==> src/rtl/echo_range_moving_average_assert.svh <==
// ----------------------------------------------------------------------------
// Assertion macros for the echo range moving average block
// Clocked on clk, held off while rst_n is low.
// ----------------------------------------------------------------------------
`ifndef ECHO_RANGE_MOVING_AVERAGE_ASSERT_SVH
`define ECHO_RANGE_MOVING_AVERAGE_ASSERT_SVH

// Same-cycle implication.
`define ERMA_ASSERT_IMP(lbl, ante, cons, msg) \
  lbl: assert property (@(posedge clk) disable iff (!rst_n) (ante) |-> (cons)) \
    else $error(msg);

// Next-cycle implication.
`define ERMA_ASSERT_NXT(lbl, ante, cons, msg) \
  lbl: assert property (@(posedge clk) disable iff (!rst_n) (ante) |=> (cons)) \
    else $error(msg);

`endif

==> src/rtl/erma_pkg.sv <==
`timescale 1ns / 1ps
// ----------------------------------------------------------------------------
// erma_pkg
// Widths, register codes, reset values and controller/datapath link types.
// ----------------------------------------------------------------------------
package erma_pkg;

  localparam int ECHO_W     = 16;
  localparam int PRE_W      = 11;
  localparam int OFF_W      = 16;
  localparam int GAIN_W     = 24;
  localparam int SPAN_W     = 16;
  localparam int POS_W      = 16;
  localparam int FRAC_W     = 16;
  // ticks * prescale / 16: the divide by 16 is a 4 bit shift
  localparam int US_SHIFT   = 4;
  localparam int US_W       = ECHO_W + PRE_W - US_SHIFT;
  localparam int MA_W       = 23;
  localparam int MB_W       = 24;
  localparam int PROD_W     = MA_W + MB_W;
  localparam int CFG_IDX_W  = 3;
  localparam int CFG_DATA_W = 24;

  localparam int WINDOW_LEN_DEF = 8;

  localparam logic [PRE_W-1:0]  PRESCALE_RST = PRE_W'(64);
  localparam logic [OFF_W-1:0]  OFFSET_RST   = '0;
  localparam logic [GAIN_W-1:0] GAIN_RST     = GAIN_W'(65536);
  localparam logic [SPAN_W-1:0] SPAN_RST     = SPAN_W'(10000);

  localparam logic [CFG_IDX_W-1:0] CFG_TIMER_PRESCALE = CFG_IDX_W'(0);
  localparam logic [CFG_IDX_W-1:0] CFG_MOTOR_OFFSET   = CFG_IDX_W'(1);
  localparam logic [CFG_IDX_W-1:0] CFG_COUNTS_PER_US  = CFG_IDX_W'(2);
  localparam logic [CFG_IDX_W-1:0] CFG_BOARD_SPAN     = CFG_IDX_W'(3);

  typedef enum logic [2:0] {
    MUL_HOLD,
    MUL_TICK_US,
    MUL_AVG_US,
    MUL_GAIN,
    MUL_RECIP,
    MUL_BACK
  } mul_op_t;

  typedef struct packed {
    mul_op_t mul_op;
    logic    load_ticks;
    logic    load_motor;
    logic    update_win;
    logic    load_q;
    logic    correct_q;
    logic    load_held;
    logic    load_acc;
    logic    acc_val;
    logic    load_out;
  } cmd_t;

  typedef struct packed {
    logic reject;
  } stat_t;

endpackage

==> src/rtl/echo_range_moving_average.sv <==
`timescale 1ns / 1ps
`include "echo_range_moving_average_assert.svh"
// ----------------------------------------------------------------------------
// echo_range_moving_average
// Echo time to encoder position, range gate and ring-window moving average.
// ----------------------------------------------------------------------------
//
//  channel | direction | handshake         | payload
//  --------+-----------+-------------------+----------------------------------
//  in      | input     | in_valid/in_ready | in_echo_time[15:0]
//  out     | output    | out_valid/ready   | out_accepted, out_position_ref
//  cfg     | input     | cfg_valid/ready   | cfg_index[2:0], cfg_wdata[23:0]
//
//  An item is taken only while the sequencer is idle, and each multiply goes
//  through the one 23x24 multiplier (echo to microseconds, gain, reciprocal
//  divide by the window length, back-multiply, then the same two conversions
//  for the average); an out-of-range item skips the window and the average.
//  Reset (rst_n low, synchronous) clears config to defaults, the window,
//  its sum and the held position; window entries read as zero until written.
//  A result waits in the output register while the next item is taken;
//  the sequencer stalls only when a new result finds that register full.
//
module echo_range_moving_average #(
  parameter int WINDOW_LEN = erma_pkg::WINDOW_LEN_DEF
) (
  input  logic                                clk,
  input  logic                                rst_n,
  // input item
  input  logic                                in_valid,
  output logic                                in_ready,
  input  logic [erma_pkg::ECHO_W-1:0]         in_echo_time,
  // result item
  output logic                                out_valid,
  input  logic                                out_ready,
  output logic                                out_accepted,
  output logic signed [erma_pkg::POS_W-1:0]   out_position_ref,
  // register writes
  input  logic                                cfg_valid,
  output logic                                cfg_ready,
  input  logic [erma_pkg::CFG_IDX_W-1:0]      cfg_index,
  input  logic [erma_pkg::CFG_DATA_W-1:0]     cfg_wdata
);
  import erma_pkg::*;

  cmd_t  cmd;
  stat_t stat;

  // Registers are always writable; writes land only while idle by contract.
  assign cfg_ready = 1'b1;

  // Sequencer: issues one datapath command set per cycle
  erma_ctrl u_ctrl (
    .clk       (clk),
    .rst_n     (rst_n),
    .in_valid  (in_valid),
    .in_ready  (in_ready),
    .out_valid (out_valid),
    .out_ready (out_ready),
    .stat      (stat),
    .cmd       (cmd)
  );

  // Datapath: config, multiplier, window ring and output register
  erma_datapath #(
    .WINDOW_LEN (WINDOW_LEN)
  ) u_dp (
    .clk              (clk),
    .rst_n            (rst_n),
    .cmd              (cmd),
    .stat             (stat),
    .in_echo_time     (in_echo_time),
    .cfg_we           (cfg_valid && cfg_ready),
    .cfg_index        (cfg_index),
    .cfg_wdata        (cfg_wdata),
    .out_accepted     (out_accepted),
    .out_position_ref (out_position_ref)
  );

  // One item at a time: an accepted item closes the input until it is done.
  `ERMA_ASSERT_NXT(a_one_item, in_valid && in_ready, !in_ready, "item accepted while busy")
  // Never overwrite a result that has not been taken.
  `ERMA_ASSERT_IMP(a_no_overwrite, cmd.load_out, !out_valid || out_ready, "result overwritten")
  // The window only moves for an in-range echo.
  `ERMA_ASSERT_IMP(a_update_in_range, cmd.update_win, !stat.reject, "rejected echo in window")

endmodule

==> src/rtl/erma_datapath.sv <==
`timescale 1ns / 1ps
// ----------------------------------------------------------------------------
// erma_datapath
// Config registers, shared multiplier, window ring, sum and position logic.
// ----------------------------------------------------------------------------
module erma_datapath #(
  parameter int WINDOW_LEN = erma_pkg::WINDOW_LEN_DEF
) (
  input  logic                                 clk,
  input  logic                                 rst_n,
  input  erma_pkg::cmd_t                       cmd,
  output erma_pkg::stat_t                      stat,
  input  logic [erma_pkg::ECHO_W-1:0]          in_echo_time,
  input  logic                                 cfg_we,
  input  logic [erma_pkg::CFG_IDX_W-1:0]       cfg_index,
  input  logic [erma_pkg::CFG_DATA_W-1:0]      cfg_wdata,
  output logic                                 out_accepted,
  output logic signed [erma_pkg::POS_W-1:0]    out_position_ref
);
  import erma_pkg::*;

  localparam int IDX_W   = (WINDOW_LEN > 1) ? $clog2(WINDOW_LEN) : 1;
  localparam int SUM_W   = ECHO_W + $clog2(WINDOW_LEN);
  localparam int HQ_W    = SPAN_W - 1 + FRAC_W;
  localparam int INT_W   = PROD_W - FRAC_W;
  localparam logic [MB_W-1:0]  RECIP     = MB_W'((64'd1 << SUM_W) / WINDOW_LEN);
  localparam logic [MB_W-1:0]  LEN_MB    = MB_W'(WINDOW_LEN);
  localparam logic [SUM_W-1:0] LEN_SUM   = SUM_W'(WINDOW_LEN);
  localparam logic [IDX_W-1:0] LAST_SLOT = IDX_W'(WINDOW_LEN - 1);
  localparam logic [INT_W-1:0] POS_MAX_I = INT_W'(2 ** (POS_W - 1) - 1);
  localparam logic [POS_W-1:0] POS_MAX   = POS_W'(2 ** (POS_W - 1) - 1);

  logic [PRE_W-1:0]      prescale_r;
  logic [OFF_W-1:0]      offset_r;
  logic [GAIN_W-1:0]     gain_r;
  logic [SPAN_W-1:0]     span_r;
  logic [ECHO_W-1:0]     ticks_r;
  logic [PROD_W-1:0]     prod_r, prod_nxt;
  logic [US_W-1:0]       motor_r, motor_nxt;
  logic [SUM_W-1:0]      sum_r, sum_nxt;
  logic [IDX_W-1:0]      slot_r, slot_nxt;
  logic [WINDOW_LEN-1:0] valid_r;
  logic [ECHO_W-1:0]     mem [WINDOW_LEN];
  logic [ECHO_W-1:0]     rd_r;
  logic [ECHO_W-1:0]     q_r;
  logic [POS_W-1:0]      held_r, pos_nxt;
  logic                  acc_r;
  logic                  out_accepted_r;
  logic [POS_W-1:0]      out_position_r;

  logic [MA_W-1:0]       mul_a;
  logic [MB_W-1:0]       mul_b;
  logic [US_W-1:0]       us;
  logic [ECHO_W-1:0]     q0;
  logic [SUM_W-1:0]      rem;
  logic [ECHO_W-1:0]     old_val;
  logic [SPAN_W-2:0]     half;
  logic [PROD_W-1:0]     half_q;
  logic                  at_or_above;
  logic [PROD_W-1:0]     above;
  logic [HQ_W-1:0]       below;
  logic [INT_W-1:0]      above_int;
  logic [POS_W-2:0]      below_int;

  // Shared multiplier operand select
  always_comb begin
    case (cmd.mul_op)
      MUL_TICK_US: begin
        mul_a = MA_W'(ticks_r);
        mul_b = MB_W'(prescale_r);
      end
      MUL_AVG_US: begin
        mul_a = MA_W'(q_r);
        mul_b = MB_W'(prescale_r);
      end
      MUL_GAIN: begin
        mul_a = MA_W'(motor_r);
        mul_b = MB_W'(gain_r);
      end
      MUL_RECIP: begin
        mul_a = MA_W'(sum_r);
        mul_b = RECIP;
      end
      MUL_BACK: begin
        mul_a = MA_W'(q0);
        mul_b = LEN_MB;
      end
      default: begin
        mul_a = '0;
        mul_b = '0;
      end
    endcase
  end

  assign prod_nxt = (cmd.mul_op == MUL_HOLD) ? prod_r : PROD_W'(mul_a) * PROD_W'(mul_b);

  // Microseconds and offset floor
  assign us        = prod_r[US_SHIFT +: US_W];
  assign motor_nxt = (us > US_W'(offset_r)) ? us - US_W'(offset_r) : '0;

  // Reciprocal quotient estimate, then the one-step correction
  assign q0  = prod_r[SUM_W +: ECHO_W];
  assign rem = sum_r - prod_r[SUM_W-1:0];

  // Position from the scaled product
  assign half        = span_r[SPAN_W-1:1];
  assign half_q      = PROD_W'({half, {FRAC_W{1'b0}}});
  assign at_or_above = prod_r >= half_q;
  assign above       = prod_r - half_q;
  assign above_int   = above[PROD_W-1:FRAC_W];
  assign below       = half_q[HQ_W-1:0] - prod_r[HQ_W-1:0];
  assign below_int   = below[HQ_W-1:FRAC_W];
  assign stat.reject = at_or_above && (above_int > INT_W'(half));

  always_comb begin
    if (at_or_above) begin
      pos_nxt = (above_int > POS_MAX_I) ? POS_MAX : above_int[POS_W-1:0];
    end else begin
      pos_nxt = POS_W'(0) - POS_W'(below_int);
    end
  end

  // Window bookkeeping
  assign old_val  = valid_r[slot_r] ? rd_r : '0;
  assign sum_nxt  = sum_r - SUM_W'(old_val) + SUM_W'(ticks_r);
  assign slot_nxt = (slot_r == LAST_SLOT) ? '0 : slot_r + 1'b1;

  always_ff @(posedge clk) begin
    if (!rst_n) begin
      prescale_r <= PRESCALE_RST;
      offset_r   <= OFFSET_RST;
      gain_r     <= GAIN_RST;
      span_r     <= SPAN_RST;
      sum_r      <= '0;
      slot_r     <= '0;
      valid_r    <= '0;
      held_r     <= '0;
    end else begin
      if (cfg_we) begin
        case (cfg_index)
          CFG_TIMER_PRESCALE: prescale_r <= cfg_wdata[PRE_W-1:0];
          CFG_MOTOR_OFFSET:   offset_r   <= cfg_wdata[OFF_W-1:0];
          CFG_COUNTS_PER_US:  gain_r     <= cfg_wdata[GAIN_W-1:0];
          CFG_BOARD_SPAN:     span_r     <= cfg_wdata[SPAN_W-1:0];
          default: ;
        endcase
      end
      if (cmd.update_win) begin
        sum_r           <= sum_nxt;
        slot_r          <= slot_nxt;
        valid_r[slot_r] <= 1'b1;
      end
      if (cmd.load_held) begin
        held_r <= pos_nxt;
      end
    end
  end

  // Payload registers
  always_ff @(posedge clk) begin
    prod_r <= prod_nxt;
    if (cmd.load_ticks) begin
      ticks_r <= in_echo_time;
    end
    if (cmd.load_motor) begin
      motor_r <= motor_nxt;
    end
    if (cmd.load_q) begin
      q_r <= q0;
    end else if (cmd.correct_q && (rem >= LEN_SUM)) begin
      q_r <= q_r + 1'b1;
    end
    if (cmd.load_acc) begin
      acc_r <= cmd.acc_val;
    end
    if (cmd.load_out) begin
      out_accepted_r <= acc_r;
      out_position_r <= held_r;
    end
  end

  // Window ring memory, registered read of the slot to be replaced
  always_ff @(posedge clk) begin
    if (cmd.update_win) begin
      mem[slot_r] <= ticks_r;
    end
    rd_r <= mem[slot_r];
  end

  assign out_accepted     = out_accepted_r;
  assign out_position_ref = $signed(out_position_r);

endmodule

==> src/rtl/erma_ctrl.sv <==
`timescale 1ns / 1ps
// ----------------------------------------------------------------------------
// erma_ctrl
// Sequencer for convert, check, window update, divide and reconvert.
// ----------------------------------------------------------------------------
module erma_ctrl (
  input  logic            clk,
  input  logic            rst_n,
  input  logic            in_valid,
  output logic            in_ready,
  output logic            out_valid,
  input  logic            out_ready,
  input  erma_pkg::stat_t stat,
  output erma_pkg::cmd_t  cmd
);
  import erma_pkg::*;

  typedef enum logic [13:0] {
    S_IDLE  = 14'b00000000000001,
    S_TUS   = 14'b00000000000010,
    S_TMOT  = 14'b00000000000100,
    S_TGAIN = 14'b00000000001000,
    S_TCHK  = 14'b00000000010000,
    S_UPD   = 14'b00000000100000,
    S_DM    = 14'b00000001000000,
    S_DB    = 14'b00000010000000,
    S_DC    = 14'b00000100000000,
    S_AUS   = 14'b00001000000000,
    S_AMOT  = 14'b00010000000000,
    S_AGAIN = 14'b00100000000000,
    S_AEVAL = 14'b01000000000000,
    S_OUT   = 14'b10000000000000
  } state_t;

  state_t state_r, state_nxt;
  logic   out_valid_r, out_valid_nxt;

  always_comb begin
    state_nxt = state_r;
    cmd       = '0;
    cmd.mul_op = MUL_HOLD;
    case (state_r)
      S_IDLE: begin
        if (in_valid) begin
          cmd.load_ticks = 1'b1;
          state_nxt      = S_TUS;
        end
      end
      S_TUS: begin
        cmd.mul_op = MUL_TICK_US;
        state_nxt  = S_TMOT;
      end
      S_TMOT: begin
        cmd.load_motor = 1'b1;
        state_nxt      = S_TGAIN;
      end
      S_TGAIN: begin
        cmd.mul_op = MUL_GAIN;
        state_nxt  = S_TCHK;
      end
      S_TCHK: begin
        cmd.load_acc = 1'b1;
        cmd.acc_val  = !stat.reject;
        state_nxt    = stat.reject ? S_OUT : S_UPD;
      end
      S_UPD: begin
        cmd.update_win = 1'b1;
        state_nxt      = S_DM;
      end
      S_DM: begin
        cmd.mul_op = MUL_RECIP;
        state_nxt  = S_DB;
      end
      S_DB: begin
        cmd.mul_op = MUL_BACK;
        cmd.load_q = 1'b1;
        state_nxt  = S_DC;
      end
      S_DC: begin
        cmd.correct_q = 1'b1;
        state_nxt     = S_AUS;
      end
      S_AUS: begin
        cmd.mul_op = MUL_AVG_US;
        state_nxt  = S_AMOT;
      end
      S_AMOT: begin
        cmd.load_motor = 1'b1;
        state_nxt      = S_AGAIN;
      end
      S_AGAIN: begin
        cmd.mul_op = MUL_GAIN;
        state_nxt  = S_AEVAL;
      end
      S_AEVAL: begin
        cmd.load_held = 1'b1;
        state_nxt     = S_OUT;
      end
      S_OUT: begin
        if (!out_valid_r || out_ready) begin
          cmd.load_out = 1'b1;
          state_nxt    = S_IDLE;
        end
      end
      default: begin
        state_nxt = S_IDLE;
      end
    endcase
  end

  always_comb begin
    if (cmd.load_out) begin
      out_valid_nxt = 1'b1;
    end else if (out_ready) begin
      out_valid_nxt = 1'b0;
    end else begin
      out_valid_nxt = out_valid_r;
    end
  end

  always_ff @(posedge clk) begin
    if (!rst_n) begin
      state_r     <= S_IDLE;
      out_valid_r <= 1'b0;
    end else begin
      state_r     <= state_nxt;
      out_valid_r <= out_valid_nxt;
    end
  end

  assign in_ready  = (state_r == S_IDLE);
  assign out_valid = out_valid_r;

endmodule

==> config.mk <==
export PLATFORM = sky130hd
export DESIGN_NAME = echo_range_moving_average
export DESIGN_NICKNAME = d
export VERILOG_FILES = /design/src/rtl/erma_pkg.sv /design/src/rtl/echo_range_moving_average.sv /design/src/rtl/erma_datapath.sv /design/src/rtl/erma_ctrl.sv
export VERILOG_INCLUDE_DIRS = /design/src /design/src/rtl
export SDC_FILE = /design/constraint.sdc
export NUM_CORES = 2
export LEC_CHECK = 0
export BUFFER_PORTS_ARGS = -buffer_cell sky130_fd_sc_hd__buf_2
export CAP_MARGIN = 20
export CORE_AREA = 2 2 399 283
export DETAILED_ROUTE_END_ITERATION = 8
export DIE_AREA = 0 0 401 285
export PLACE_DENSITY = 0.55
export SYNTH_ARGS = -nofsm -noshare
export SYNTH_HDL_FRONTEND = slang
export SYNTH_SLANG_ARGS = --single-unit
export TNS_END_PERCENT = 100
==> constraint.sdc <==
create_clock -name clk -period 8.12 [get_ports clk]
set_input_delay 2.436 -clock clk [delete_from_list [all_inputs] [get_ports clk]]
set_output_delay 2.436 -clock clk [all_outputs]
set_load 0.05 [all_outputs]
==> impl_metrics.prom <==
# TYPE chip_impl_metric gauge
chip_impl_info{name="crit-reg2reg-capture",value="u_dp.prod_r[46]$_DFFE_PP_"} 1
chip_impl_info{name="root_buffer",value="clkbuf_16"} 1
chip_impl_metric{name="placement.io_buffers",unit=""} 66
chip_impl_metric{name="clk_latency",unit="ns"} 0.59
chip_impl_metric{name="period_minus_slack",unit="ns"} 8.645
chip_impl_metric{name="max_freq",unit="GHz"} 0.1157
chip_impl_metric{name="ys_async_sr_fraction",unit=""} 0
chip_impl_metric{name="global_route_wire_length_before_repair",unit="mm"} 204.7
chip_impl_metric{name="initialDrtViolationCount",unit=""} 3345
chip_impl_metric{name="fp.dieArea",unit="mm²"} 0.1143
chip_impl_metric{name="global_route.overflow_total",unit=""} 0
chip_impl_metric{name="first_global_vias",unit=""} 31360
chip_impl_metric{name="final.fill_count",unit=""} 10900
chip_impl_metric{name="critPathRequiredTime",unit="ns"} 8.44
chip_impl_metric{name="minimum_hold_slack",unit="ns"} 0.4295
chip_impl_metric{name="slew_headroom",unit=""} 0.2333
chip_impl_metric{name="syn_avg_cell_area",unit="µm²"} 9.204
chip_impl_metric{name="syn-cell-area",unit="mm²"} 0.03841
chip_impl_metric{name="floorplan.die.height",unit="µm"} 285
chip_impl_metric{name="grt_max_degree",unit=""} 61
chip_impl_metric{name="firstDrtPassIters",unit=""} 8
chip_impl_metric{name="placementRows",unit=""} 103
chip_impl_metric{name="drive_gt1_frac",unit=""} 0.2099
chip_impl_metric{name="vias_per_cell",unit=""} 5.202
chip_impl_info{name="timing_worst_setup_path_type",value="reg2reg"} 1
chip_impl_info{name="endpoint_kind_of_the_worst_setup_timing_path",value="register"} 1
chip_impl_metric{name="top_level_pins",unit=""} 68
chip_impl_metric{name="detailroute.wirelength.met2",unit="mm"} 53.80
chip_impl_info{name="critical_path.reg2reg.startpoint",value="u_ctrl.state_r[6]$_SDFFE_PN0P_"} 1
chip_impl_metric{name="reg2reg_depth",unit=""} 33
chip_impl_metric{name="design.final.nets",unit=""} 5458
chip_impl_metric{name="post_synth_num_cell_types",unit=""} 98
chip_impl_metric{name="initial_utilization",unit=""} 0.3457
chip_impl_metric{name="hold_depth",unit=""} 0
chip_impl_metric{name="chipWidth",unit="µm"} 401
chip_impl_metric{name="final_routed_wirelength_across_all_metal_layers",unit="mm"} 136.9
chip_impl_info{name="synth_area_leader_cell",value="fa_1"} 1
chip_impl_metric{name="area.sequential",unit="mm²"} 0.01032
chip_impl_metric{name="ff2ff_setup_slack",unit="ns"} -0.53
chip_impl_info{name="hold_start",value="u_dp.held_r[15]$_SDFFE_PN0N_"} 1
chip_impl_metric{name="cts.clk_slew.worst_paths",unit="ns"} 0.07
chip_impl_metric{name="diodes",unit=""} 0
chip_impl_info{name="status",value="finished with violations"} 1
chip_impl_metric{name="setup-violations-final",unit=""} 20
chip_impl_metric{name="netlist.area_leader.share",unit=""} 0.2486
chip_impl_metric{name="grtUsageTotal",unit=""} 0.2384
chip_impl_info{name="rsz0062_at_grt",value="true"} 1
chip_impl_metric{name="multi_input_comb_area",unit="mm²"} 0.02585
chip_impl_metric{name="peak_fanout_along_the_critical_path",unit=""} 7
chip_impl_metric{name="slew_violations",unit=""} 0
chip_impl_info{name="synthMostInstantiatedCell",value="inv_1"} 1
chip_impl_metric{name="post_dp_cell_area",unit="mm²"} 0.04403
chip_impl_metric{name="drv.max_cap_violation_count",unit=""} 0
chip_impl_metric{name="final_critical_path_setup_slack",unit="ns"} -0.5252
chip_impl_metric{name="detailedPlacementHpwl",unit="mm"} 109.7
chip_impl_metric{name="power.ir.vdd_worst",unit="µV"} 134.1
chip_impl_info{name="cpMostUsedCell",value="fa_1"} 1
chip_impl_info{name="yosys_most_used_dff",value="edfxtp_1"} 1
chip_impl_metric{name="post-place-cells",unit=""} 5987
chip_impl_metric{name="met3WireLength",unit="mm"} 14.29
chip_impl_metric{name="flow.area_growth_from_synthesis",unit="%"} 23.81
chip_impl_metric{name="place_ws",unit="ns"} -1.348
chip_impl_metric{name="tritoncts.num_buffers",unit=""} 39
chip_impl_info{name="cp-start-kind",value="register"} 1
chip_impl_metric{name="crit_path_max_incr_delay",unit="ns"} 0.67
chip_impl_metric{name="leakagePower",unit="µW"} 0.02078
chip_impl_metric{name="cts_buffer_depth",unit=""} 3
chip_impl_metric{name="pin_slew_with_the_least_headroom_to_its_limit",unit="ns"} 1.150
chip_impl_metric{name="worst-endpoint-arrival",unit="ns"} 8.96
chip_impl_metric{name="powerDensity",unit="mW/mm²"} 95.22
chip_impl_metric{name="synth_nets",unit=""} 4972
chip_impl_metric{name="antenna_violations_before_repair",unit=""} 4
chip_impl_metric{name="setup_skew",unit="ns"} 0.02248
chip_impl_metric{name="drt-wirelength-per-cell",unit="µm"} 22.23
chip_impl_metric{name="syn_inst",unit=""} 4173
chip_impl_info{name="worstHoldEndpoint",value="u_dp.out_position_ref[15]$_DFFE_PP_"} 1
chip_impl_info{name="tritoncts_clock_tree",value="yes"} 1
chip_impl_info{name="hold_class",value="reg2reg"} 1
chip_impl_metric{name="hold_viol",unit=""} 0
chip_impl_metric{name="gpl.final_weighted_congestion",unit=""} 0.9917
chip_impl_metric{name="layout.cell_area.non_filler",unit="mm²"} 0.04755
chip_impl_metric{name="synth-edff-count",unit=""} 248
chip_impl_metric{name="synth-warning-count",unit=""} 0
chip_impl_metric{name="drtAntennaViolNets",unit=""} 0
chip_impl_metric{name="m1WireLength",unit="mm"} 66.12
chip_impl_info{name="highest_layer",value="met4"} 1
chip_impl_metric{name="coreArea",unit="mm²"} 0.1111
chip_impl_metric{name="layoutNonFillerInstCount",unit=""} 6159
chip_impl_metric{name="yosysSeqAreaShare",unit=""} 0.2684
chip_impl_info{name="synth.cells.most_frequent",value="inv_1, nand2_1, fa_1"} 1
chip_impl_metric{name="via_count",unit=""} 32040
chip_impl_metric{name="drc",unit=""} 0
chip_impl_metric{name="ys_seq_elements",unit=""} 391
chip_impl_info{name="synth_top_cells_by_area",value="fa_1, edfxtp_1, ha_1"} 1
chip_impl_metric{name="min_period_over_period",unit=""} 1.065
chip_impl_metric{name="total_power",unit="µW"} 4528
chip_impl_metric{name="cts_htree_levels",unit=""} 2
chip_impl_info{name="violations",value="setup timing"} 1
chip_impl_metric{name="cts_sinks",unit=""} 391
chip_impl_metric{name="cts-hold-fix-buffers",unit=""} 0
chip_impl_info{name="slowest_stage_cell_crit_path",value="a2111oi_4"} 1
==> worst max-delay path: cells and delay by family, from the launching register on <==
family,cells,cell delay (ns)
XOR/XNOR,1,0.14
adder cells (fa/ha/maj),8,3.82
buffers and inverters,8,0.79
flip-flops,1,0.34
AO/OA/AOI/OAI,5,1.39
AND/OR/NAND/NOR,11,1.87
==> logic make-up (layout without fill, tap and decap cells) <==
logic type / Yosys count / in the layout / share of synthesized area
flip-flops: 391 / 391 / 0.2684
adder cells (fa/ha/maj): 751 / 751 / 0.3379
buffers and inverters: 892 / 1407 / 0.08916
other: 1 / 1 / 0.00009764
AND/OR/NAND/NOR: 1355 / 1356 / 0.1608
AO/OA/AOI/OAI: 648 / 648 / 0.1122
multiplexers: 16 / 16 / 0.004300
XOR/XNOR: 119 / 119 / 0.02714
==> layer usage <==
metal	track usage	vias to the layer above
met5	0	-
met4	0.04198	0
met3	0.06304	133
met2	0.3244	1286
met1	0.3754	15990
li1	-	14630
==> layout by cell type (no fill, tap or decap), types with 66 or more instances in the layout <==
cell / Yosys / routed
xnor2_1: 76 / 75
dfxtp_1: 143 / 134
buf_2: 48 / 66
inv_1: 713 / 682
nor2_1: 323 / 302
buf_4: 2 / 460
ha_1: 274 / 259
nand2_1: 619 / 581
a22oi_1: 80 / 79
a21oi_1: 199 / 181
fa_1: 477 / 447
edfxtp_1: 248 / 248
==> sequential cells by signal (all words and copies together) (netlist names) <==
register,count
u_ctrl.out_valid,1
u_ctrl.state_r,14
u_dp.acc_r,1
u_dp.gain_r,24
u_dp.held_r,16
u_dp.mem,128
u_dp.motor_r,23
u_dp.offset_r,16
u_dp.out_accepted,1
u_dp.out_position_ref,16
u_dp.prescale_r,11
u_dp.prod_r,47
u_dp.q_r,16
u_dp.rd_r,16
u_dp.slot_r,3
u_dp.span_r,15
u_dp.sum_r,19
u_dp.ticks_r,16
u_dp.valid_r,8
==> per-stage QoR <==
step | utilization | TNS, ns
after floorplan | - | 0
after global placement | 0.3960 | -14.92
after detailed placement | 0.3963 | -16.47
after CTS | 0.4234 | -2.796
after global routing | 0.4281 | -10.12
final | 0.4281 | -4.261
==> layout make-up <==
| cell class | count | area share |
|---|---|---|
| clock buffer | 47 | 0.02160 |
| inverter | 714 | 0.05639 |
| tap | 1470 | 0.03868 |
| sequential | 391 | 0.2171 |
| timing repair buffer | 622 | 0.1156 |
| multi-input combinational | 2891 | 0.5436 |
| clock inverter | 24 | 0.006999 |
==> how the worst max path moves through the flow <==
stage                                     from                         to  slack, ns  depth (start not counted)
6_report        u_ctrl.state_r[6]$_SDFFE_PN0P_  u_dp.prod_r[46]$_DFFE_PP_      -0.53                         33
5_1_grt         u_ctrl.state_r[2]$_SDFFE_PN0P_  u_dp.prod_r[46]$_DFFE_PP_      -0.72                         33
4_1_cts         u_ctrl.state_r[0]$_SDFFE_PN1P_  u_dp.prod_r[46]$_DFFE_PP_      -0.37                         34
3_5_place_dp   u_ctrl.state_r[10]$_SDFFE_PN0P_  u_dp.prod_r[46]$_DFFE_PP_      -1.35                         32
3_3_place_gp   u_ctrl.state_r[10]$_SDFFE_PN0P_  u_dp.prod_r[46]$_DFFE_PP_      -1.33                         32
2_1_floorplan   u_ctrl.state_r[7]$_SDFFE_PN0P_  u_dp.prod_r[46]$_DFFE_PP_      0.008                         34
==> timing repair <==
| item | in CTS | in global routing |
|---|---|---|
| endpoints found under the setup margin | 28 | 29 |
| buffers inserted | 72 | 24 |
| cloned | 7 | 1 |
| hold endpoints to repair | 0 | 0 |
| gates resized for setup | 217 | 115 |
| pin swaps | 103 | 60 |
==> power breakdown <==
| group | internal, µW | switching [µW] |
|---|---|---|
| logic | 159 | 253 |
| clock network | 1090 | 871 |
| registers | 2130 | 27.2 |
| total | 3380 | 1150 |
Power figures use the tool's default switching activity.
